`src/rtl/core/smh_pkg.sv`:
```
// ----------------------------------------------------------------------------
// SHA-256 hasher package
// Word types, round constants, initial hash values and round functions.
// ----------------------------------------------------------------------------
package smh_pkg;

   typedef logic [31:0] word_type;
   typedef logic [60:0] count_type;

   localparam logic [7:0] PAD_MARK    = 8'h80;
   localparam logic [5:0] PAD_LEN_POS = 6'd56;
   localparam logic [5:0] BLOCK_LAST  = 6'd63;
   localparam logic [5:0] ROUND_LAST  = 6'd63;
   localparam logic [2:0] WORD_LAST   = 3'd7;

   localparam word_type INIT_H [0:7] = '{
      32'h6a09e667, 32'hbb67ae85, 32'h3c6ef372, 32'ha54ff53a,
      32'h510e527f, 32'h9b05688c, 32'h1f83d9ab, 32'h5be0cd19
   };

   localparam word_type ROUND_K [0:63] = '{
      32'h428a2f98, 32'h71374491, 32'hb5c0fbcf, 32'he9b5dba5,
      32'h3956c25b, 32'h59f111f1, 32'h923f82a4, 32'hab1c5ed5,
      32'hd807aa98, 32'h12835b01, 32'h243185be, 32'h550c7dc3,
      32'h72be5d74, 32'h80deb1fe, 32'h9bdc06a7, 32'hc19bf174,
      32'he49b69c1, 32'hefbe4786, 32'h0fc19dc6, 32'h240ca1cc,
      32'h2de92c6f, 32'h4a7484aa, 32'h5cb0a9dc, 32'h76f988da,
      32'h983e5152, 32'ha831c66d, 32'hb00327c8, 32'hbf597fc7,
      32'hc6e00bf3, 32'hd5a79147, 32'h06ca6351, 32'h14292967,
      32'h27b70a85, 32'h2e1b2138, 32'h4d2c6dfc, 32'h53380d13,
      32'h650a7354, 32'h766a0abb, 32'h81c2c92e, 32'h92722c85,
      32'ha2bfe8a1, 32'ha81a664b, 32'hc24b8b70, 32'hc76c51a3,
      32'hd192e819, 32'hd6990624, 32'hf40e3585, 32'h106aa070,
      32'h19a4c116, 32'h1e376c08, 32'h2748774c, 32'h34b0bcb5,
      32'h391c0cb3, 32'h4ed8aa4a, 32'h5b9cca4f, 32'h682e6ff3,
      32'h748f82ee, 32'h78a5636f, 32'h84c87814, 32'h8cc70208,
      32'h90befffa, 32'ha4506ceb, 32'hbef9a3f7, 32'hc67178f2
   };

   function automatic word_type big_sigma0(word_type x);
      return {x[1:0], x[31:2]} ^ {x[12:0], x[31:13]} ^ {x[21:0], x[31:22]};
   endfunction

   function automatic word_type big_sigma1(word_type x);
      return {x[5:0], x[31:6]} ^ {x[10:0], x[31:11]} ^ {x[24:0], x[31:25]};
   endfunction

   function automatic word_type small_sigma0(word_type x);
      return {x[6:0], x[31:7]} ^ {x[17:0], x[31:18]} ^ {3'b000, x[31:3]};
   endfunction

   function automatic word_type small_sigma1(word_type x);
      return {x[16:0], x[31:17]} ^ {x[18:0], x[31:19]} ^ {10'b0, x[31:10]};
   endfunction

endpackage

```
`src/rtl/core/sha256_message_hasher_core.sv`:
```
// ----------------------------------------------------------------------------
// SHA-256 message hasher core
// Byte-stream SHA-256 with padding, length append and digest word output.
// ----------------------------------------------------------------------------
// The core takes one message byte per cycle while it gathers a block. The
// 64th byte of a block starts the compression, which runs one round per
// cycle on a single shared round unit, then folds the working words into
// the chaining words. A transaction with tlast set closes the message:
// the core inserts the marker byte, zero bytes and the eight length bytes
// one per cycle outside compression, compresses once or twice, then
// presents the eight digest words on the result side, one per accepted
// transaction. req_tready is low from the byte that fills a block, or
// from tlast, until the core is back to gathering bytes.

module sha256_message_hasher_core (
   input  logic        clock,
   input  logic        reset,
   input  logic        req_tvalid,
   output logic        req_tready,
   input  logic [7:0]  req_tdata,   // [7:0] data_byte
   input  logic        req_tuser,   // [0] byte_present
   input  logic        req_tlast,   // end_of_message
   output logic        rsp_tvalid,
   input  logic        rsp_tready,
   output logic [31:0] rsp_tdata,   // [31:0] digest_word
   output logic [2:0]  rsp_tuser,   // [2:0] word_index
   output logic        rsp_tlast    // last_word
);

   typedef enum logic [2:0] {S_IDLE, S_PAD, S_ROUND, S_FOLD, S_OUT} state_type;

   state_type          state_ff, state_in;
   smh_pkg::word_type  h_ff [0:7];
   smh_pkg::word_type  h_in [0:7];
   smh_pkg::word_type  v_ff [0:7];
   smh_pkg::word_type  v_in [0:7];
   logic [511:0]       blk_ff, blk_in;
   smh_pkg::count_type cnt_ff, cnt_in;
   logic [5:0]         rnd_ff, rnd_in;
   logic               pad_on_ff, pad_on_in;
   logic               mark_ff, mark_in;
   logic               len_on_ff, len_on_in;
   logic [2:0]         len_cnt_ff, len_cnt_in;
   logic [63:0]        len_ff, len_in;
   logic               out_pend_ff, out_pend_in;
   logic [2:0]         idx_ff, idx_in;

   logic               absorb_en;
   logic [7:0]         absorb_byte;
   logic               blk_full;
   smh_pkg::count_type cnt_plus;
   smh_pkg::word_type  wt, w_new, t1, t2;

   assign req_tready = (state_ff == S_IDLE);
   assign rsp_tvalid = (state_ff == S_OUT);
   assign rsp_tdata  = h_ff[0];
   assign rsp_tuser  = idx_ff;
   assign rsp_tlast  = (idx_ff == smh_pkg::WORD_LAST);

   // byte source: the input stream when idle, generated padding while padding
   always_comb begin
      absorb_en   = 1'b0;
      absorb_byte = 8'h00;
      if (state_ff == S_IDLE) begin
         absorb_en   = req_tvalid && req_tuser;
         absorb_byte = req_tdata;
      end else if (state_ff == S_PAD) begin
         absorb_en = 1'b1;
         if (mark_ff) begin
            absorb_byte = smh_pkg::PAD_MARK;
         end else if (len_on_ff || (cnt_ff[5:0] == smh_pkg::PAD_LEN_POS)) begin
            absorb_byte = len_ff[63:56];
         end
      end
   end

   assign blk_full = absorb_en && (cnt_ff[5:0] == smh_pkg::BLOCK_LAST);
   assign cnt_plus = cnt_ff + 61'(req_tuser);

   // shared round unit; block register word k sits at bits 511-32k
   assign wt    = blk_ff[511:480];
   assign w_new = smh_pkg::small_sigma1(blk_ff[63:32]) + blk_ff[223:192] +
                  smh_pkg::small_sigma0(blk_ff[479:448]) + wt;
   assign t1    = v_ff[7] + smh_pkg::big_sigma1(v_ff[4]) +
                  ((v_ff[4] & v_ff[5]) ^ (~v_ff[4] & v_ff[6])) +
                  smh_pkg::ROUND_K[rnd_ff] + wt;
   assign t2    = smh_pkg::big_sigma0(v_ff[0]) +
                  ((v_ff[0] & v_ff[1]) ^ (v_ff[0] & v_ff[2]) ^ (v_ff[1] & v_ff[2]));

   always_comb begin
      state_in    = state_ff;
      h_in        = h_ff;
      v_in        = v_ff;
      blk_in      = blk_ff;
      cnt_in      = cnt_ff;
      rnd_in      = rnd_ff;
      pad_on_in   = pad_on_ff;
      mark_in     = mark_ff;
      len_on_in   = len_on_ff;
      len_cnt_in  = len_cnt_ff;
      len_in      = len_ff;
      out_pend_in = out_pend_ff;
      idx_in      = idx_ff;

      if (absorb_en) begin
         blk_in = {blk_ff[503:0], absorb_byte};
         cnt_in = cnt_ff + 61'd1;
      end
      if (blk_full) begin
         v_in   = h_ff;
         rnd_in = '0;
      end

      unique case (state_ff)
         S_IDLE: begin
            if (req_tvalid) begin
               if (req_tlast) begin
                  pad_on_in   = 1'b1;
                  mark_in     = 1'b1;
                  len_on_in   = 1'b0;
                  len_cnt_in  = '0;
                  out_pend_in = 1'b0;
                  len_in      = {cnt_plus, 3'b000};
               end
               if (blk_full) begin
                  state_in = S_ROUND;
               end else if (req_tlast) begin
                  state_in = S_PAD;
               end
            end
         end
         S_PAD: begin
            if (mark_ff) begin
               mark_in = 1'b0;
            end else if (len_on_ff || (cnt_ff[5:0] == smh_pkg::PAD_LEN_POS)) begin
               len_in     = {len_ff[55:0], 8'h00};
               len_on_in  = 1'b1;
               len_cnt_in = len_cnt_ff + 3'd1;
               if (len_cnt_ff == smh_pkg::WORD_LAST) begin
                  out_pend_in = 1'b1;
                  pad_on_in   = 1'b0;
               end
            end
            if (blk_full) begin
               state_in = S_ROUND;
            end
         end
         S_ROUND: begin
            v_in[7] = v_ff[6];
            v_in[6] = v_ff[5];
            v_in[5] = v_ff[4];
            v_in[4] = v_ff[3] + t1;
            v_in[3] = v_ff[2];
            v_in[2] = v_ff[1];
            v_in[1] = v_ff[0];
            v_in[0] = t1 + t2;
            blk_in  = {blk_ff[479:0], w_new};
            rnd_in  = rnd_ff + 6'd1;
            if (rnd_ff == smh_pkg::ROUND_LAST) begin
               state_in = S_FOLD;
            end
         end
         S_FOLD: begin
            for (int j = 0; j < 8; j++) begin
               h_in[j] = h_ff[j] + v_ff[j];
            end
            if (out_pend_ff) begin
               out_pend_in = 1'b0;
               idx_in      = '0;
               state_in    = S_OUT;
            end else if (pad_on_ff) begin
               state_in = S_PAD;
            end else begin
               state_in = S_IDLE;
            end
         end
         S_OUT: begin
            if (rsp_tready) begin
               // rotate so the next digest word lands in h_ff[0]
               for (int j = 0; j < 7; j++) begin
                  h_in[j] = h_ff[j + 1];
               end
               h_in[7] = h_ff[0];
               idx_in  = idx_ff + 3'd1;
               if (idx_ff == smh_pkg::WORD_LAST) begin
                  h_in     = smh_pkg::INIT_H;
                  cnt_in   = '0;
                  state_in = S_IDLE;
               end
            end
         end
         default: begin
            state_in = S_IDLE;
         end
      endcase
   end

   always_ff @(posedge clock) begin
      if (reset) begin
         state_ff    <= S_IDLE;
         h_ff        <= smh_pkg::INIT_H;
         cnt_ff      <= '0;
         rnd_ff      <= '0;
         pad_on_ff   <= 1'b0;
         mark_ff     <= 1'b0;
         len_on_ff   <= 1'b0;
         len_cnt_ff  <= '0;
         out_pend_ff <= 1'b0;
         idx_ff      <= '0;
      end else begin
         state_ff    <= state_in;
         h_ff        <= h_in;
         cnt_ff      <= cnt_in;
         rnd_ff      <= rnd_in;
         pad_on_ff   <= pad_on_in;
         mark_ff     <= mark_in;
         len_on_ff   <= len_on_in;
         len_cnt_ff  <= len_cnt_in;
         out_pend_ff <= out_pend_in;
         idx_ff      <= idx_in;
      end
   end

   always_ff @(posedge clock) begin
      v_ff   <= v_in;
      blk_ff <= blk_in;
      len_ff <= len_in;
   end

endmodule

```
`config.mk`:
```
export PLATFORM = sky130hd
export DESIGN_NAME = sha256_message_hasher_core
export DESIGN_NICKNAME = d
export VERILOG_FILES = /design/src/rtl/core/smh_pkg.sv /design/src/rtl/core/sha256_message_hasher_core.sv
export SDC_FILE = /design/constraint.sdc
export NUM_CORES = 2
export LEC_CHECK = 0
export BUFFER_PORTS_ARGS = -buffer_cell sky130_fd_sc_hd__buf_2
export CORE_AREA = 2 2 477 479
export DETAILED_ROUTE_END_ITERATION = 8
export DIE_AREA = 0 0 479 481
export SETUP_SLACK_MARGIN = 0.4
export SLEW_MARGIN = 40
export SYNTH_ARGS = -nofsm -noshare
export SYNTH_HDL_FRONTEND = slang
export SYNTH_SLANG_ARGS = --single-unit
```
`constraint.sdc`:
```
create_clock -name clock -period 21.3 [get_ports clock]
set_input_delay 1.065 -clock clock [delete_from_list [all_inputs] [get_ports clock]]
set_output_delay 1.065 -clock clock [all_outputs]
set_load 0.02 [all_outputs]
```
==> results.json <==
{
  "antenna_found_initial": 7,
  "synth-seq-cells": 1165,
  "drc": 0,
  "crit_path_end_kind": "register",
  "grt_util_all_layers_pct": 22.7,
  "synth_top_area_share_pct": 31.7,
  "grt_pass1_vias": 63400,
  "vias_per_cell": 5.52,
  "cts_buffers": 137,
  "rsz0062_at_grt": "no",
  "drv_slew": 0,
  "io-pin-count": 52,
  "yosys.area.top_type": "edfxtp_1",
  "netlist_area_um2": 78600,
  "fin_worst_skew_ps": 36.2,
  "post_cts_buffers": 0,
  "synthArstFlopShare_pct": 0,
  "die_area_um2": 230000,
  "synth_nets": 9685,
  "multi_input_area_um2": 42900,
  "crit_end": "v_ff[254]",
  "avgSynthCellArea_um2": 8.66,
  "start_util_pct": 34.8,
  "fin_util_pct": 38.1,
  "cts_root_buffer": "clkbuf_16",
  "ys_seq_area_share_pct": 40.2,
  "drive_gt1_share_pct": 5.12,
  "htree_levels": 4,
  "outcome": "finished, final reports clean",
  "clockBufferDepth": 3,
  "hpwl_um": 193000,
  "nFillCells": 22700,
  "synth_top_cells_by_count": "nand2_1 (2332), edfxtp_1 (829), o21ai_0 (627), inv_1 (497), nor2_1 (496)",
  "synth_edf_count": 829,
  "ys_types": 94,
  "powerDensity_nw_per_um2": 79.0,
  "fmax_mhz": 105,
  "wl_per_cell_um": 22.6,
  "die_width_um": 479,
  "ant_nets": 0,
  "tns_ps": 0,
  "ir_drop_mv": 0.0602,
  "finalHoldViolCount": 0,
  "min_period_ps": 9520,
  "cts_resized": 0,
  "final_net_count": 9393,
  "seq_area_um2": 31600,
  "hp-class": "register to register",
  "crit_top_cell": "o21ai_0",
  "tightest_slew_ps": 961,
  "worstPathArrival_ps": 10030,
  "clk_pin_slew_ps": 60,
  "ys_warn_count": 0,
  "dp.cells": 11600,
  "grt_max_degree": 222,
  "crit_path_max_fanout": 32,
  "route.vias.total": 65700,
  "crit_path_max_incr_delay_ps": 790,
  "postCtsHoldBufs": 0,
  "cts_sinks": 1165,
  "grt_overflow_total": 0,
  "post-route-period-util_pct": 44.7,
  "drt_iter0_markers": 6794,
  "row_count": 175,
  "stdcell_count": 11900,
  "core_um2": 226000,
  "syn_inst": 9069,
  "clock_latency_ps": 810,
  "place.port_buffers": 51,
  "ys_top_cells_by_area": "edfxtp_1 (32%), nand2_1 (11%), dfxtp_1 (8.6%), ha_1 (6.5%), fa_1 (5.0%)",
  "cts_tree": "built",
  "path_class": "register to register",
  "setup_viol": 0,
  "yosysMostFrequentCell": "nand2_1",
  "cpMaxStageDelayCell": "ha_1",
  "p_leak_uw": 0.0348,
  "reg2reg_depth": 37,
  "area_growth_pct": 9.45,
  "required_ps": 21810,
  "grt_first_pass_wirelength_um": 402000,
  "slew_headroom_pct": 35.5,
  "rr_endpoint": "v_ff[254]",
  "die_h_um": 481,
  "r2r-start": "rnd_ff[0]",
  "reg2reg_slack_ps": 11780,
  "startpoint_type": "register",
  "synthFlopType": "edfxtp_1",
  "dr.pass1.iters": 6,
  "max_cap_viol_count": 0,
  "gp_congestion": 0.961,
  "drt_wl_total_um": 269000,
  "startpoint": "rnd_ff[0]"
}
-- worst max-delay path: cells and delay by family (launching register included) --
family          cells  cell delay, ps
simple gates        3             550
xor+xnor            2             430
flops               1             310
buf+inv             6             950
fa+ha+maj           6            2790
compound gates     20            4170
-- layout make-up --
| type | count | share of cell area (%) |
|---|---|---|
| multi-input cells | 6827 | 49.9 |
| flip-flops and latches | 1165 | 36.8 |
| clock buffers | 190 | 4.44 |
| well taps | 3009 | 4.38 |
| inverters | 500 | 2.20 |
| repair buffers | 146 | 1.40 |
| clock inverters | 61 | 0.896 |
| diodes | 2 | 0.00582 |
-- sequential cells by signal, indices dropped and copies added, names as in the netlist --
register and flops:
mark_ff 1, h_ff 224, state_ff 3, v_ff 256
len_cnt_ff 3, rnd_ff 6, pad_on_ff 1, blk_ff 512
rsp_tuser 3, out_pend_ff 1, rsp_tdata 32, len_ff 61
cnt_ff 61, len_on_ff 1
-- worst min path at each step --
stage | start | end | slack [ps] | cells past startpoint
after floorplan | pad_on_ff | pad_on_ff | 450 | 2
after global placement | pad_on_ff | pad_on_ff | 470 | 2
after detailed placement | pad_on_ff | pad_on_ff | 470 | 2
after CTS | pad_on_ff | pad_on_ff | 490 | 2
after global routing | pad_on_ff | pad_on_ff | 490 | 2
final | pad_on_ff | pad_on_ff | 490 | 2
-- power breakdown --
group / total [µW] / leakage, µW / switching, µW / internal [µW]
combinational: 1750 / 0.0221 / 1070 / 678
sequential: 2600 / 0.0104 / 67.3 / 2530
clock: 2450 / 0.00222 / 1030 / 1420
-- layer usage --
| layer | vias to the layer above | global-route usage [%] | share of wire (%) |
|---|---|---|---|
| met5 | - | 0 | 0 |
| met2 | 2588 | 35.4 | 45 |
| met1 | 32000 | 31.7 | 44 |
| met3 | 467 | 3.08 | 6.9 |
| met4 | 0 | 9.23 | 4.3 |
| li1 | 30700 | - | - |
-- cells by family after synthesis --
logic type,after synthesis,synth area share [%]
AND/OR/NAND/NOR,3493,18.4
AO/OA/AOI/OAI,2005,16.3
flip-flops,1165,40.2
buffers and inverters,1077,5.30
XOR/XNOR,673,7.52
adder cells (fa/ha/maj),605,11.5
multiplexers,51,0.732
-- cell usage in the layout, fill, tap and decap left out, types with 70 or more instances in the layout --
cell	n
nand2_1	2326
nor2_1	493
nor3_1	207
ha_1	406
fa_1	195
xnor2_1	389
nand3_1	104
nand2b_1	70
a21o_1	221
dfxtp_1	332
a21oi_1	433
o21ai_0	621
edfxtp_1	829
a211oi_1	77
clkbuf_16	140
inv_1	492
xor2_1	283
-- metrics by stage --
stage / instance area, µm² / hold slack, ps / power, µW / setup WS, ps
6_report: 86000 / 492 / 6800 / 11780
5_1_grt: 86000 / 493 / 7110 / 11100
4_1_cts: 85900 / 487 / 6830 / 11770
3_5_place_dp: 81300 / 473 / 4360 / 11790
3_3_place_gp: 81100 / 473 / 4340 / 11730
2_1_floorplan: 78600 / 454 / 3880 / 12960
Note: power is estimated with default switching activity, not from simulation.
